[src/design/rgba_to_yuv420_semiplanar_top_defines.svh]
// Assertion macros shared by the RGBA to YUV 4:2:0 converter RTL.
// Included by the modules that carry concurrent assertions; needs nothing else.
`ifndef RGBA_TO_YUV420_SEMIPLANAR_TOP_DEFINES_SVH
`define RGBA_TO_YUV420_SEMIPLANAR_TOP_DEFINES_SVH

// Same-cycle implication, checked only while out of reset.
`define R2Y_ASSERT_NOW(label, clk, rstn, ante, cons, msg) \
    label: assert property (@(posedge clk) disable iff (!(rstn)) (ante) |-> (cons)) \
        else $error(msg);

// Next-cycle implication, checked only while out of reset.
`define R2Y_ASSERT_NEXT(label, clk, rstn, ante, cons, msg) \
    label: assert property (@(posedge clk) disable iff (!(rstn)) (ante) |=> (cons)) \
        else $error(msg);

`endif

[src/design/rgb2yuv_pkg.sv]
// Shared types, sizes and coefficients of the RGBA to YUV 4:2:0 converter.
// Used by every module of the block; depends on nothing.
`default_nettype none

package rgb2yuv_pkg;

    // Frame size limits and counter widths.
    localparam int MAX_WIDTH  = 2048;
    localparam int MAX_HEIGHT = 2048;
    localparam int MIN_SIZE   = 2;
    localparam int COL_W      = $clog2(MAX_WIDTH);
    localparam int ROW_W      = $clog2(MAX_HEIGHT);
    localparam int WSIZE_W    = COL_W + 1;
    localparam int HSIZE_W    = ROW_W + 1;
    localparam int CFG_W      = 12;
    localparam int CFG_IDX_W  = 2;
    localparam int WIDTH_RESET  = 640;
    localparam int HEIGHT_RESET = 480;

    // Register indexes of the configuration channel.
    localparam logic [CFG_IDX_W-1:0] REG_FRAME_WIDTH  = CFG_IDX_W'(0);
    localparam logic [CFG_IDX_W-1:0] REG_FRAME_HEIGHT = CFG_IDX_W'(1);

    // Line store: one entry holds a pair of adjacent columns.
    localparam int PAIR_DEPTH = MAX_WIDTH / 2;
    localparam int PAIR_AW    = $clog2(PAIR_DEPTH);

    // Fixed-point formats.
    localparam int PIX_W  = 8;
    localparam int FRAC_W = 16;
    localparam int CH_W   = PIX_W + FRAC_W;
    localparam int SUM_W  = CH_W + 2;
    localparam int ACC_W  = 27;
    localparam int COEF_W = 18;

    localparam logic signed [ACC_W-1:0] CLAMP_TOP     = ACC_W'(255 * (1 << FRAC_W));
    localparam logic signed [ACC_W-1:0] CHROMA_OFFSET = ACC_W'(128 * (1 << FRAC_W));

    // BT.601 weights with 16 fractional bits.
    localparam logic signed [COEF_W-1:0] COEF_Y_R  = COEF_W'(19589);
    localparam logic signed [COEF_W-1:0] COEF_Y_G  = COEF_W'(38443);
    localparam logic signed [COEF_W-1:0] COEF_Y_B  = COEF_W'(7504);
    localparam logic signed [COEF_W-1:0] COEF_CB_R = -COEF_W'(11062);
    localparam logic signed [COEF_W-1:0] COEF_CB_G = -COEF_W'(21706);
    localparam logic signed [COEF_W-1:0] COEF_CB_B = COEF_W'(32768);
    localparam logic signed [COEF_W-1:0] COEF_CR_R = COEF_W'(32768);
    localparam logic signed [COEF_W-1:0] COEF_CR_G = -COEF_W'(27420);
    localparam logic signed [COEF_W-1:0] COEF_CR_B = -COEF_W'(5348);

    // Clamped chroma of one pixel.
    typedef struct packed {
        logic [CH_W-1:0] cb;
        logic [CH_W-1:0] cr;
    } chroma_t;

    // Line store entry: odd column in the upper half, even column below.
    typedef struct packed {
        chroma_t odd_px;
        chroma_t even_px;
    } pair_t;

    // Position of the pixel being accepted.
    typedef struct packed {
        logic [COL_W-1:0] col;
        logic             odd_row;
        logic             frame_end;
    } pos_t;

endpackage

`default_nettype wire

[src/design/rgb2yuv_pos.sv]
// Frame size registers and the column and row counters of the converter.
// Depends on rgb2yuv_pkg.
`default_nettype none

module rgb2yuv_pos (
    input  wire logic                               aclk,
    input  wire logic                               aresetn,
    input  wire logic                               cfg_valid,
    output logic                                    cfg_ready,
    input  wire logic [rgb2yuv_pkg::CFG_IDX_W-1:0]  cfg_index,
    input  wire logic [rgb2yuv_pkg::CFG_W-1:0]      cfg_data,
    input  wire logic                               pix_accept,
    output rgb2yuv_pkg::pos_t                       pos
);

    logic [rgb2yuv_pkg::WSIZE_W-1:0] width_reg, width_next;
    logic [rgb2yuv_pkg::HSIZE_W-1:0] height_reg, height_next;
    logic [rgb2yuv_pkg::COL_W-1:0]   col_reg, col_next;
    logic [rgb2yuv_pkg::ROW_W-1:0]   row_reg, row_next;
    logic                            last_col;
    logic                            last_row;

    // Sizes outside the legal range are pulled to the nearest bound.
    function automatic int bound_size(input logic [rgb2yuv_pkg::CFG_W-1:0] v, input int top);
        int val;
        val = int'(v);
        if (val < rgb2yuv_pkg::MIN_SIZE) begin
            return rgb2yuv_pkg::MIN_SIZE;
        end
        if (val > top) begin
            return top;
        end
        return val;
    endfunction

    assign cfg_ready = 1'b1;

    // Register writes; unknown indexes are ignored.
    always_comb begin
        width_next  = width_reg;
        height_next = height_reg;
        if (cfg_valid && cfg_ready) begin
            case (cfg_index)
                rgb2yuv_pkg::REG_FRAME_WIDTH: begin
                    width_next = rgb2yuv_pkg::WSIZE_W'(
                        bound_size(cfg_data, rgb2yuv_pkg::MAX_WIDTH));
                end
                rgb2yuv_pkg::REG_FRAME_HEIGHT: begin
                    height_next = rgb2yuv_pkg::HSIZE_W'(
                        bound_size(cfg_data, rgb2yuv_pkg::MAX_HEIGHT));
                end
                default: begin
                end
            endcase
        end
    end

    // A counter at or past its last position wraps after this pixel.
    assign last_col = ({1'b0, col_reg} + 1'b1) >= width_reg;
    assign last_row = ({1'b0, row_reg} + 1'b1) >= height_reg;

    always_comb begin
        col_next = col_reg;
        row_next = row_reg;
        if (pix_accept) begin
            if (last_col) begin
                col_next = '0;
                row_next = last_row ? '0 : row_reg + 1'b1;
            end else begin
                col_next = col_reg + 1'b1;
            end
        end
    end

    always_ff @(posedge aclk) begin
        if (!aresetn) begin
            width_reg  <= rgb2yuv_pkg::WSIZE_W'(rgb2yuv_pkg::WIDTH_RESET);
            height_reg <= rgb2yuv_pkg::HSIZE_W'(rgb2yuv_pkg::HEIGHT_RESET);
            col_reg    <= '0;
            row_reg    <= '0;
        end else begin
            width_reg  <= width_next;
            height_reg <= height_next;
            col_reg    <= col_next;
            row_reg    <= row_next;
        end
    end

    // Position of the pixel that is accepted in this cycle.
    assign pos.col       = col_reg;
    assign pos.odd_row   = row_reg[0];
    assign pos.frame_end = last_col && last_row;

endmodule

`default_nettype wire

[config.mk]
export PLATFORM = sky130hd
export DESIGN_NAME = rgb2yuv_pos
export DESIGN_NICKNAME = d
export VERILOG_FILES = /design/src/design/rgba_to_yuv420_semiplanar_top_defines.svh /design/src/design/rgb2yuv_pkg.sv /design/src/design/rgb2yuv_pos.sv
export SDC_FILE = /design/constraint.sdc
export NUM_CORES = 1
export LEC_CHECK = 0
export BUFFER_PORTS_ARGS = -buffer_cell sky130_fd_sc_hd__buf_2
export CORE_UTILIZATION = 59
export CTS_CLUSTER_DIAMETER = 80
export DETAILED_ROUTE_END_ITERATION = 12
export GPL_ROUTABILITY_DRIVEN = 0
export PLACE_DENSITY = 0.8
export REMOVE_ABC_BUFFERS = 1
export SETUP_SLACK_MARGIN = 0.4
export SLEW_MARGIN = 20
export SYNTH_ARGS = -nofsm -noshare
export SYNTH_HDL_FRONTEND = slang
export SYNTH_SLANG_ARGS = --single-unit
[constraint.sdc]
create_clock -name aclk -period 3.34 [get_ports aclk]
set_input_delay 0.501 -clock aclk [delete_from_list [all_inputs] [get_ports aclk]]
set_output_delay 0.501 -clock aclk [all_outputs]
set_load 0.005 [all_outputs]
==> results.cfg <==
[final_layout]
post_layout_util = 0.761
area_delta_synth_final_pct = 20.0
layout.filler_cells = 313
final_layout_size_suffix_gt1_frac = 0.277
diodes = 0
finalNetCount = 426
final_area_um2 = 3410

[synth]
seq_area_frac_synth = 0.324
synth.ff_latch_count = 46
synth_top_area_cell = sky130_fd_sc_hd__dfxtp_1
yosys-top-cells-count = sky130_fd_sc_hd__dfxtp_1 (46), sky130_fd_sc_hd__nand2_1 (40), sky130_fd_sc_hd__inv_1 (30)
yosys.area.top_type_share = 0.324
synth_async_sr_flop_share = 0
top_count_cell_post_synth = sky130_fd_sc_hd__dfxtp_1
synth_flop_cell = sky130_fd_sc_hd__dfxtp_1
syn-instance-count = 335
synthDistinctLibCells = 51
synth.area.top_cells = sky130_fd_sc_hd__dfxtp_1 (32%), sky130_fd_sc_hd__ha_1 (11%), sky130_fd_sc_hd__nand2_1 (5.3%), sky130_fd_sc_hd__inv_1 (4.0%), sky130_fd_sc_hd__xnor2_1 (3.4%)
mappedNetlistArea_um2 = 2840
avgSynthCellArea_um2 = 8.47
synth_edf_count = 0
ys_warn_count = 0

[global_route]
grt_pass1_vias = 2400
grt.total_usage = 0.274
grt_max_degree = 25
grt_overflow_total = 0
grt_antenna_before_repair = 0
grt_pass1_wl_mm = 11.0

[worst_hold_path]
whs_path_depth = 2
timing.hold.worst.class = reg2reg
hp-start = width_reg[4]
hold-path-endpoint = width_reg[4]

[floorplanning]
die-height_um = 71.4
row_count = 24
start_util = 0.635
io_pins = 32
floorplan.die_area_um2 = 5090
core_area_um2 = 4470
floorplan.die.width_um = 71.4

[cts]
cts.path.max_buffers = 2
clockRootBuffer = sky130_fd_sc_hd__clkbuf_8
clk_transition_reported_paths_ns = 0.09
worstSkewPairLatency_ns = 0.31
numCtsBuffers = 5
postCtsHoldBufs = 0
cts_tree = yes
sink_count_of_the_clock_tree = 46
htree_levels = 2

[route]
first_pass_iters = 9
route.detailed.wl_per_inst_um = 15.5
avgViaCountPerCell = 6.01
wirelength_mm = 6.73
ant_nets = 0
post-route-drc-count = 1
drt-initial-drc-count = 191
detailroute.via_count = 2610

[timing]
final_hold_viol_count = 0
finalSetupTns_ns = 0
period_needed_ns = 3.21
fmax_ghz = 0.312
slew_violations = 0
setup-violations-final = 0
min_period_over_period = 0.960
worst_slew_pin_slew_ns = 0.828
rsz0062_at_grt = true
setup_clock_skew_after_layout_ns = 0.00720
slew_headroom = 0.447

[run]
cap_violations = 0

[status]
violations = design-rule violations
outcome = complete, but fails checks

[worst_setup_path]
worstSetupPathType = reg2out
reg2reg_to = row_reg[4]
r2r_start = row_reg[1]
number_of_cells_traversed_by_the_worst_register_to_register_path = 15
crit_path_end_kind = primary output
cp_data_required_time_ns = 2.84
r2r_slack_ns = 0.40
crit_arrival_ns = 2.70
worstSetupStartpointType = flop
critPathMaxFanout = 3

[power]
irDropWorstVdd_mv = 0.349
total_chip_power_w = 0.00101
p_leak_nw = 1.53
power_density_over_cell_area_nw_per_um2 = 295

[placed_design]
port-buffer-count = 30
dpl_cell_area_um2 = 3000
dp_hpwl_mm = 4.38
-- worst max path at each step --
stage	startpoint	end	slack [ns]
after floorplan	row_reg[0]	row_reg[9]	0.37
after global placement	row_reg[0]	pos[0]	0.40
after detailed placement	row_reg[0]	row_reg[9]	0.32
after CTS	row_reg[1]	pos[0]	0.25
after global routing	row_reg[2]	pos[0]	0.001
final	row_reg[2]	pos[0]	0.13
-- cell usage in the layout (no fill, tap or decap), types with 4 or more instances in the layout --
cell type                   n
sky130_fd_sc_hd__buf_4     25
sky130_fd_sc_hd__a21oi_2    5
sky130_fd_sc_hd__xor2_1     6
sky130_fd_sc_hd__dfxtp_2    5
sky130_fd_sc_hd__nand3b_1   8
sky130_fd_sc_hd__clkbuf_8   5
sky130_fd_sc_hd__nand2b_1   6
sky130_fd_sc_hd__o211ai_1   4
sky130_fd_sc_hd__nor3_1     4
sky130_fd_sc_hd__nor2_1    10
sky130_fd_sc_hd__a21oi_1   10
sky130_fd_sc_hd__a22o_1     9
sky130_fd_sc_hd__or3b_2     4
sky130_fd_sc_hd__nor2b_1    8
sky130_fd_sc_hd__nand2_1   38
sky130_fd_sc_hd__a21boi_0   8
sky130_fd_sc_hd__o21a_1     5
sky130_fd_sc_hd__dfxtp_1   37
sky130_fd_sc_hd__ha_1      25
sky130_fd_sc_hd__nor3b_1    5
sky130_fd_sc_hd__buf_2     30
sky130_fd_sc_hd__nand3_1    8
sky130_fd_sc_hd__dfxtp_4    4
sky130_fd_sc_hd__xnor2_1    9
sky130_fd_sc_hd__o22ai_1    4
sky130_fd_sc_hd__inv_1     30
-- worst max-delay path, cell delays in order (launching register included) --
cell	delay, ns
sky130_fd_sc_hd__dfxtp_4	0.35
sky130_fd_sc_hd__and3_4	0.17
sky130_fd_sc_hd__buf_4	0.12
sky130_fd_sc_hd__buf_4	0.13
sky130_fd_sc_hd__nand2_2	0.10
sky130_fd_sc_hd__nor2_2	0.05
sky130_fd_sc_hd__xor2_1	0.19
sky130_fd_sc_hd__ha_1	0.35
sky130_fd_sc_hd__and4_1	0.24
sky130_fd_sc_hd__o2111ai_1	0.13
sky130_fd_sc_hd__a31oi_1	0.26
sky130_fd_sc_hd__o22a_1	0.19
sky130_fd_sc_hd__buf_2	0.10
-- final cells by class --
cell class | instances | area [um^2] | area share
inverters | 30 | 113 | 0.0331
well taps | 52 | 65.1 | 0.0191
multi-input cells | 242 | 1840 | 0.539
flip-flops and latches | 46 | 942 | 0.277
repair buffers | 57 | 369 | 0.108
clock buffers | 6 | 72.6 | 0.0213
clock inverters | 1 | 7.51 | 0.00220
-- metrics by stage --
stage,worst slack [ns],hold slack [ns],instances
5_1_grt,0.00106,0.492,434
3_3_place_gp,0.397,0.453,405
4_1_cts,0.246,0.477,425
6_report,0.135,0.470,434
2_1_floorplan,0.369,0.443,318
3_5_place_dp,0.319,0.465,405
-- report_power, final --
part           switching (W)  internal [W]  total [W]  leakage [nW]
clock network       0.000198      0.000144   0.000342        0.0373
logic              0.0000565     0.0000427  0.0000993          1.11
registers         0.00000731      0.000557   0.000564         0.378
total               0.000262      0.000743    0.00101          1.53
-- logic make-up (layout without fill, tap and decap cells) --
family | after synthesis | in the layout | synth area share
simple gates | 121 | 121 | 0.238
compound gates | 73 | 73 | 0.183
buf+inv | 47 | 94 | 0.0714
flops | 46 | 46 | 0.324
fa+ha+maj | 26 | 26 | 0.115
xor+xnor | 17 | 17 | 0.0524
mux | 4 | 4 | 0.0145
other cells | 1 | 1 | 0.00132
-- repair_timing --
action,in CTS,in global routing
resized for setup,20,27
setup buffers,13,9
setup endpoints to repair,11,23
pin swaps,13,23
gates cloned,0,0
-- per-layer routing --
layer,track usage,share of wire,up-vias
met3,0.0464,0.051,18
met5,0,0,-
met1,0.379,0.45,1239
li1,-,-,1260
met4,0.0778,0.028,0
met2,0.439,0.47,93
No activity file was read; power rests on OpenSTA's default activity.
