===== src/design/rgba_to_yuv420_semiplanar_top_defines.svh =====
// Assertion macros shared by the RGBA to YUV 4:2:0 converter RTL.
// Included by the modules that carry concurrent assertions; needs nothing else.
`ifndef RGBA_TO_YUV420_SEMIPLANAR_TOP_DEFINES_SVH
`define RGBA_TO_YUV420_SEMIPLANAR_TOP_DEFINES_SVH

// Same-cycle implication, checked only while out of reset.
`define R2Y_ASSERT_NOW(label, clk, rstn, ante, cons, msg) \
    label: assert property (@(posedge clk) disable iff (!(rstn)) (ante) |-> (cons)) \
        else $error(msg);

// Next-cycle implication, checked only while out of reset.
`define R2Y_ASSERT_NEXT(label, clk, rstn, ante, cons, msg) \
    label: assert property (@(posedge clk) disable iff (!(rstn)) (ante) |=> (cons)) \
        else $error(msg);

`endif


===== src/design/rgb2yuv_pkg.sv =====
// Shared types, sizes and coefficients of the RGBA to YUV 4:2:0 converter.
// Used by every module of the block; depends on nothing.
`default_nettype none

package rgb2yuv_pkg;

    // Frame size limits and counter widths.
    localparam int MAX_WIDTH  = 2048;
    localparam int MAX_HEIGHT = 2048;
    localparam int MIN_SIZE   = 2;
    localparam int COL_W      = $clog2(MAX_WIDTH);
    localparam int ROW_W      = $clog2(MAX_HEIGHT);
    localparam int WSIZE_W    = COL_W + 1;
    localparam int HSIZE_W    = ROW_W + 1;
    localparam int CFG_W      = 12;
    localparam int CFG_IDX_W  = 2;
    localparam int WIDTH_RESET  = 640;
    localparam int HEIGHT_RESET = 480;

    // Register indexes of the configuration channel.
    localparam logic [CFG_IDX_W-1:0] REG_FRAME_WIDTH  = CFG_IDX_W'(0);
    localparam logic [CFG_IDX_W-1:0] REG_FRAME_HEIGHT = CFG_IDX_W'(1);

    // Line store: one entry holds a pair of adjacent columns.
    localparam int PAIR_DEPTH = MAX_WIDTH / 2;
    localparam int PAIR_AW    = $clog2(PAIR_DEPTH);

    // Fixed-point formats.
    localparam int PIX_W  = 8;
    localparam int FRAC_W = 16;
    localparam int CH_W   = PIX_W + FRAC_W;
    localparam int SUM_W  = CH_W + 2;
    localparam int ACC_W  = 27;
    localparam int COEF_W = 18;

    localparam logic signed [ACC_W-1:0] CLAMP_TOP     = ACC_W'(255 * (1 << FRAC_W));
    localparam logic signed [ACC_W-1:0] CHROMA_OFFSET = ACC_W'(128 * (1 << FRAC_W));

    // BT.601 weights with 16 fractional bits.
    localparam logic signed [COEF_W-1:0] COEF_Y_R  = COEF_W'(19589);
    localparam logic signed [COEF_W-1:0] COEF_Y_G  = COEF_W'(38443);
    localparam logic signed [COEF_W-1:0] COEF_Y_B  = COEF_W'(7504);
    localparam logic signed [COEF_W-1:0] COEF_CB_R = -COEF_W'(11062);
    localparam logic signed [COEF_W-1:0] COEF_CB_G = -COEF_W'(21706);
    localparam logic signed [COEF_W-1:0] COEF_CB_B = COEF_W'(32768);
    localparam logic signed [COEF_W-1:0] COEF_CR_R = COEF_W'(32768);
    localparam logic signed [COEF_W-1:0] COEF_CR_G = -COEF_W'(27420);
    localparam logic signed [COEF_W-1:0] COEF_CR_B = -COEF_W'(5348);

    // Clamped chroma of one pixel.
    typedef struct packed {
        logic [CH_W-1:0] cb;
        logic [CH_W-1:0] cr;
    } chroma_t;

    // Line store entry: odd column in the upper half, even column below.
    typedef struct packed {
        chroma_t odd_px;
        chroma_t even_px;
    } pair_t;

    // Position of the pixel being accepted.
    typedef struct packed {
        logic [COL_W-1:0] col;
        logic             odd_row;
        logic             frame_end;
    } pos_t;

endpackage

`default_nettype wire


===== src/design/rgb2yuv_csc.sv =====
// Color matrix of the converter: luma byte and clamped Cb and Cr of one pixel.
// Depends on rgb2yuv_pkg.
`default_nettype none

module rgb2yuv_csc (
    input  wire logic [rgb2yuv_pkg::PIX_W-1:0] red,
    input  wire logic [rgb2yuv_pkg::PIX_W-1:0] green,
    input  wire logic [rgb2yuv_pkg::PIX_W-1:0] blue,
    output logic [rgb2yuv_pkg::PIX_W-1:0]      luma,
    output rgb2yuv_pkg::chroma_t               chroma
);

    logic signed [rgb2yuv_pkg::ACC_W-1:0] r_s, g_s, b_s;
    logic signed [rgb2yuv_pkg::ACC_W-1:0] y_sum, cb_sum, cr_sum;
    logic [rgb2yuv_pkg::CH_W-1:0]         y_clamp;

    // Clamp a weighted sum to 0 .. 255.0 in 16-bit fraction.
    function automatic logic [rgb2yuv_pkg::CH_W-1:0] clamp_fix(
        input logic signed [rgb2yuv_pkg::ACC_W-1:0] v
    );
        if (v < 0) begin
            return '0;
        end
        if (v > rgb2yuv_pkg::CLAMP_TOP) begin
            return rgb2yuv_pkg::CH_W'(rgb2yuv_pkg::CLAMP_TOP);
        end
        return v[rgb2yuv_pkg::CH_W-1:0];
    endfunction

    assign r_s = rgb2yuv_pkg::ACC_W'(red);
    assign g_s = rgb2yuv_pkg::ACC_W'(green);
    assign b_s = rgb2yuv_pkg::ACC_W'(blue);

    // Weighted sums with constant coefficients.
    assign y_sum  = r_s * rgb2yuv_pkg::COEF_Y_R + g_s * rgb2yuv_pkg::COEF_Y_G
                  + b_s * rgb2yuv_pkg::COEF_Y_B;
    assign cb_sum = r_s * rgb2yuv_pkg::COEF_CB_R + g_s * rgb2yuv_pkg::COEF_CB_G
                  + b_s * rgb2yuv_pkg::COEF_CB_B + rgb2yuv_pkg::CHROMA_OFFSET;
    assign cr_sum = r_s * rgb2yuv_pkg::COEF_CR_R + g_s * rgb2yuv_pkg::COEF_CR_G
                  + b_s * rgb2yuv_pkg::COEF_CR_B + rgb2yuv_pkg::CHROMA_OFFSET;

    // Luma keeps the integer part; chroma keeps its fraction for averaging.
    assign y_clamp   = clamp_fix(y_sum);
    assign luma      = y_clamp[rgb2yuv_pkg::CH_W-1 -: rgb2yuv_pkg::PIX_W];
    assign chroma.cb = clamp_fix(cb_sum);
    assign chroma.cr = clamp_fix(cr_sum);

endmodule

`default_nettype wire


===== config.mk =====
export PLATFORM = sky130hd
export DESIGN_NAME = rgb2yuv_csc
export DESIGN_NICKNAME = d
export VERILOG_FILES = /design/src/design/rgba_to_yuv420_semiplanar_top_defines.svh /design/src/design/rgb2yuv_pkg.sv /design/src/design/rgb2yuv_csc.sv
export SDC_FILE = /design/constraint.sdc
export NUM_CORES = 1
export LEC_CHECK = 0
export BUFFER_PORTS_ARGS = -buffer_cell sky130_fd_sc_hd__buf_2
export CORE_MARGIN = 2
export CORE_UTILIZATION = 60
export DETAILED_ROUTE_END_ITERATION = 12
export PLACE_DENSITY = 0.86
export SYNTH_ARGS = -nofsm -noshare
export SYNTH_HDL_FRONTEND = slang
export SYNTH_SLANG_ARGS = --single-unit

===== constraint.sdc =====
create_clock -name vclk -period 16.6
set_input_delay 0.83 -clock vclk [all_inputs]
set_output_delay 0.83 -clock vclk [all_outputs]
set_load 0.02 [all_outputs]

==> flow_metrics.env, run 1 <==
export IMPL_drtIter0Drc=950
export IMPL_drt_vias_per_instance=5.77
export IMPL_worst_ep_arrival_time_ps=9110
export IMPL_die_w_um=176
export IMPL_critPathCaptureType="output port"
export IMPL_area_delta_synth_final_pct=4.17
export IMPL_ctsResizeCount=0
export IMPL_grt_max_degree=15
export IMPL_core_region_area_um2=29400
export IMPL_netlist_cell_type_count=90
export IMPL_required_ps=15770
export IMPL_seq_cells=0
export IMPL_period_minus_slack_ps=9940
export IMPL_regArea_um2=0
export IMPL_avgSynthCellArea_um2=8.69
export IMPL_final_nets=2811
export IMPL_worstSetupPathDepth=28
export IMPL_startpoint="green[3]"
export IMPL_critPathLaunchType="input pin"
export IMPL_finalCritPeriodShare_pct=59.8
export IMPL_setup_tns_final_ps=0
export IMPL_cts_setup_buffers=0
export IMPL_io_buffers=77
export IMPL_relSlewSlack_pct=22.1
export IMPL_cp_endpoint="chroma[9]"
export IMPL_cp_top_family="compound AO/OA/AOI/OAI gates"
export IMPL_fmax_ghz=0.101
export IMPL_yosysTopAreaCell="ha_1"
export IMPL_rsz0062_at_grt="false"
export IMPL_synthTopCellsByArea="ha_1, fa_1, inv_1, xnor2_1, a21oi_1"
export IMPL_num_vias=14400
export IMPL_slew_violations=0
export IMPL_grt_pass1_wl_um=74700
export IMPL_start_util_pct=60.6
export IMPL_setup_viol=0
export IMPL_clock_buffers=0
export IMPL_drive_gt1_share_pct=5.98
export IMPL_rows=63
export IMPL_dp_hpwl_um=39800
export IMPL_crit_path_max_incr_delay_ps=1000
export IMPL_cts_hold_buf=0
export IMPL_tightest_slew_ps=1160
export IMPL_die_area_um2=31100
export IMPL_synthCells=2048
export IMPL_diodes=0
export IMPL_grt_use_total_pct=30.0
export IMPL_ys_seq_area_share_pct=0
export IMPL_ys_warn_count=0
export IMPL_crit_buf_inv=4
export IMPL_layout_commonest_cell="inv_1"
export IMPL_drt_pass1_iterations=5
export IMPL_mostFrequentLayoutCells="inv_1, ha_1, fa_1"
export IMPL_synth_area_um2=17800
export IMPL_synthDominantCellAreaShare_pct=29.7
export IMPL_status="complete, no violations"
export IMPL_hold_path_class="input pin to output port"
export IMPL_hold_viol=0
export IMPL_crit_type="input pin to output port"
export IMPL_grt_pass1_vias=15200
export IMPL_cp_slowest_cell="o41ai_2"
export IMPL_boundaryPins=80
export IMPL_die_height_um=176
export IMPL_final_antenna_net_count=0
export IMPL_post_route_drc_count=0
export IMPL_routed_wl_um=45100
export IMPL_path_max_fanout=14
export IMPL_cap_violations=0
export IMPL_grt_overflow=0
export IMPL_antenna_found_initial=0
export IMPL_routabilityCongestion=0.958
export IMPL_cp_common_cell="ha_1"
export IMPL_wl_per_cell_um=18.1
through the flow:
stage	util (%)	worst slack (ps)	std cells	cell area, um2	hold slack [ps]
after detailed placement	63.1	6830	2497	18500	2560
final	63.1	6660	2497	18500	2590
after global placement	63.1	7080	2497	18500	2540
after floorplan	-	7700	2050	17800	2010
after global routing	63.1	5920	2497	18500	2610
after CTS	63.1	6800	2497	18500	2560
how the worst min path moves through the flow:
stage | end | slack (ps) | startpoint | cells past startpoint
6_report | chroma[2] | 2590 | blue[0] | 5
5_1_grt | chroma[25] | 2610 | green[0] | 5
4_1_cts | chroma[25] | 2560 | green[0] | 5
3_5_place_dp | chroma[25] | 2560 | green[0] | 5
3_3_place_gp | chroma[25] | 2540 | green[0] | 5
2_1_floorplan | chroma[2] | 2010 | blue[0] | 3
cell families after synthesis:
group	after synthesis	synth area share, %
and+or+nand+nor	357	9.91
other	1	0.0211
muxes	1	0.0562
adders and majority gates	678	58.4
AOI/OAI and AO/OA	347	13.6
buffers and inverters	535	11.6
xor gates and xnor gates	129	6.35
layer usage:
| metal | wire (um) | vias up | track usage [%] | share of wire [%] |
|---|---|---|---|---|
| li1 | - | 6842 | - | - |
| met1 | 18800 | 7027 | 38.2 | 42 |
| met2 | 21800 | 455 | 53.2 | 48 |
| met3 | 2660 | 83 | 3.12 | 5.9 |
| met4 | 1850 | 0 | 10.1 | 4.1 |
| met5 | 0 | - | 0 | 0 |
area by class of cell:
class / count / area (um2)
fillers: 2467 / 10900
well taps: 390 / 488
inverters: 515 / 1930
repair buffers: 77 / 385
multi-input cells: 1515 / 15700
synth_stat cells (all sizes together), types with 7 or more instances:
cell	instances
inv	515
ha	423
fa	255
nor2	118
a21oi	101
xnor2	77
nand2	65
o21ai	53
xor2	52
nor3	37
nand3	34
a21o	33
o211ai	22
o21a	20
nand2b	16
a211oi	14
a31oi	13
buf	12
or3	12
nor2b	11
and3	10
nand4	10
or2	10
and2	9
a2111oi	8
a21boi	8
clkbuf	8
o21bai	8
and4	7
o41ai	7
Power of run 1 is not shown: default switching activity piles up to over one toggle a cycle in this logic, so the estimate is an artifact.
==> run 2: changes to the inputs <==
--- a/config.mk
+++ b/config.mk
@@ -5,6 +5,7 @@
 export SDC_FILE = /design/constraint.sdc
 export NUM_CORES = 1
 export LEC_CHECK = 0
+export ABC_AREA = 1
 export BUFFER_PORTS_ARGS = -buffer_cell sky130_fd_sc_hd__buf_2
 export CORE_MARGIN = 2
 export CORE_UTILIZATION = 60
==> constraint.sdc (replaced) <==
create_clock -name vclk -period 9.31
set_input_delay 0.4655 -clock vclk [all_inputs]
set_output_delay 0.4655 -clock vclk [all_outputs]
set_load 0.02 [all_outputs]
==> run 2 against run 1 <==
Non-clock buffer count grew 3. Flip-flop and latch count unchanged. Utilization rose by 0.093 points. Cell area grew 6.7%. Sequential share of layout area unchanged. Hold slack got worse by 790 ps. Wire length increased by 6.9%. Synthesized cell count rose by 22%. Count of clock-buffer cells in the layout unchanged.
==> flow_metrics.env, run 2 <==
export IMPL_synthDominantCellAreaShare_pct=28.0
export IMPL_mostFrequentLayoutCells="inv_1, ha_1, nand2_1"
export IMPL_cap_violations=0
export IMPL_grt_pass1_vias=16700
export IMPL_yosysTopAreaCell="ha_1"
export IMPL_ys_seq_area_share_pct=0
export IMPL_routabilityCongestion=0.977
export IMPL_cts_hold_buf=0
export IMPL_crit_type="input pin to output port"
export IMPL_cts_setup_buffers=0
export IMPL_num_vias=16200
export IMPL_gr_usage_met3_pct=3.61
export IMPL_final_nets=3273
export IMPL_critPathLaunchType="input pin"
export IMPL_fill_cells=2650
export IMPL_seq_cells=0
export IMPL_post_route_drc_count=0
export IMPL_area_delta_synth_final_pct=4.57
export IMPL_grt_busiest_layer="met2"
export IMPL_boundaryPins=80
export IMPL_die_area_um2=33000
export IMPL_synthTopCellsByArea="ha_1, fa_1, inv_1, nand2_1, a21oi_1"
export IMPL_finalCritPeriodShare_pct=89.7
export IMPL_slew_violations=0
export IMPL_diodes=0
export IMPL_hold_path_class="input pin to output port"
export IMPL_setup_tns_final_ps=0
export IMPL_layout_commonest_cell="inv_1"
export IMPL_synthCells=2492
export IMPL_startpoint="blue[7]"
export IMPL_use_met1_pct=39.3
export IMPL_rsz0062_at_grt="false"
export IMPL_netlist_cell_type_count=49
export IMPL_drtIter0Drc=1078
export IMPL_fmax_ghz=0.120
export IMPL_cp_common_cell="nand2_1"
export IMPL_drt_pass1_iterations=5
export IMPL_yosysMostFrequentCell="inv_1"
export IMPL_rows=65
export IMPL_required_ps=8840
export IMPL_wl_per_cell_um=16.2
export IMPL_grt_use_total_pct=30.1
export IMPL_setup_viol=0
export IMPL_final_antenna_net_count=0
export IMPL_path_max_fanout=9
export IMPL_synth_area_um2=18900
export IMPL_antenna_found_initial=0
export IMPL_relSlewSlack_pct=49.4
export IMPL_cp_endpoint="luma[6]"
export IMPL_regArea_um2=0
export IMPL_grt_pass1_wl_um=80600
export IMPL_period_minus_slack_ps=8350
export IMPL_drive_gt1_share_pct=5.22
export IMPL_met2_usage_pct=51.6
export IMPL_yosys_top_cells_count="inv_1, ha_1, nand2_1, fa_1, a21oi_1"
export IMPL_start_util_pct=60.4
export IMPL_io_buffers=77
export IMPL_drt_vias_per_instance=5.44
export IMPL_ys_warn_count=0
export IMPL_grt_max_degree=16
export IMPL_cp_slowest_cell="fa_1"
export IMPL_tightest_slew_ps=754
export IMPL_die_height_um=182
export IMPL_core_region_area_um2=31300
export IMPL_routed_wl_um=48200
export IMPL_die_w_um=182
export IMPL_hold_viol=0
export IMPL_critPathCaptureType="output port"
export IMPL_ctsResizeCount=0
export IMPL_clock_buffers=0
export IMPL_grt_overflow=0
export IMPL_avgSynthCellArea_um2=7.59
export IMPL_crit_path_max_incr_delay_ps=550
export IMPL_worst_ep_arrival_time_ps=7880
export IMPL_dp_hpwl_um=43600
export IMPL_status="complete, no violations"
## run 2: changes by cell type after synthesis, sizes merged, moves of 16 or more
cell / delta
nand2: +317
a21o: -16
nand3: +60
xnor2: -23
o21ai: +20
nand2b: -16
xor2: +22
o211ai: -18
a21oi: +53
nand4: +17
inv: +165
o21a: -16
nor2: +39
## run 2: worst min path at each step
stage	start	end	slack, ps	cells past startpoint
2_1_floorplan	blue[0]	chroma[2]	1280	3
4_1_cts	green[0]	chroma[25]	1800	5
3_3_place_gp	green[0]	chroma[25]	1800	5
3_5_place_dp	green[0]	chroma[25]	1800	5
5_1_grt	green[0]	chroma[25]	1840	5
6_report	green[0]	chroma[25]	1800	5
## run 2: cell families after synthesis
family | Yosys count | share of synthesized area [%]
compound gates | 292 | 8.70
xor+xnor | 128 | 6.07
fa+ha+maj | 678 | 55.0
buf+inv | 685 | 13.8
other cells | 1 | 0.0198
simple gates | 708 | 16.5
## run 2: final cells by class
type	count	area, um2	share of cell area [%]
multi-input combinational	1809	16300	82.5
inverter	680	2550	12.9
tap	402	503	2.54
timing repair buffer	80	408	2.06
## run 2: layer usage
metal	vias up	routed length, um
met1	7636	21000
met3	109	2940
met5	-	0
met2	488	22200
li1	7929	-
met4	0	2090
## run 2: worst max-delay path, delay by kind of cell
family	cells	cell delay, ps
buffers and inverters	6	780
adders and majority gates	10	4130
AOI/OAI and AO/OA	5	930
xor gates and xnor gates	2	340
and+or+nand+nor	12	1220
## run 2: stage by stage
step	worst slack, ps	cells	util [%]	hold WS [ps]	instance area [um2]
floorplan	2080	2494	-	1280	18900
CTS	1030	2971	63.2	1800	19800
finish	963	2971	63.2	1800	19800
global route	366	2971	63.2	1840	19800
detailed placement	1050	2971	63.2	1800	19800
global placement	1190	2971	63.2	1800	19800
Power of run 2 is left out for the same reason.
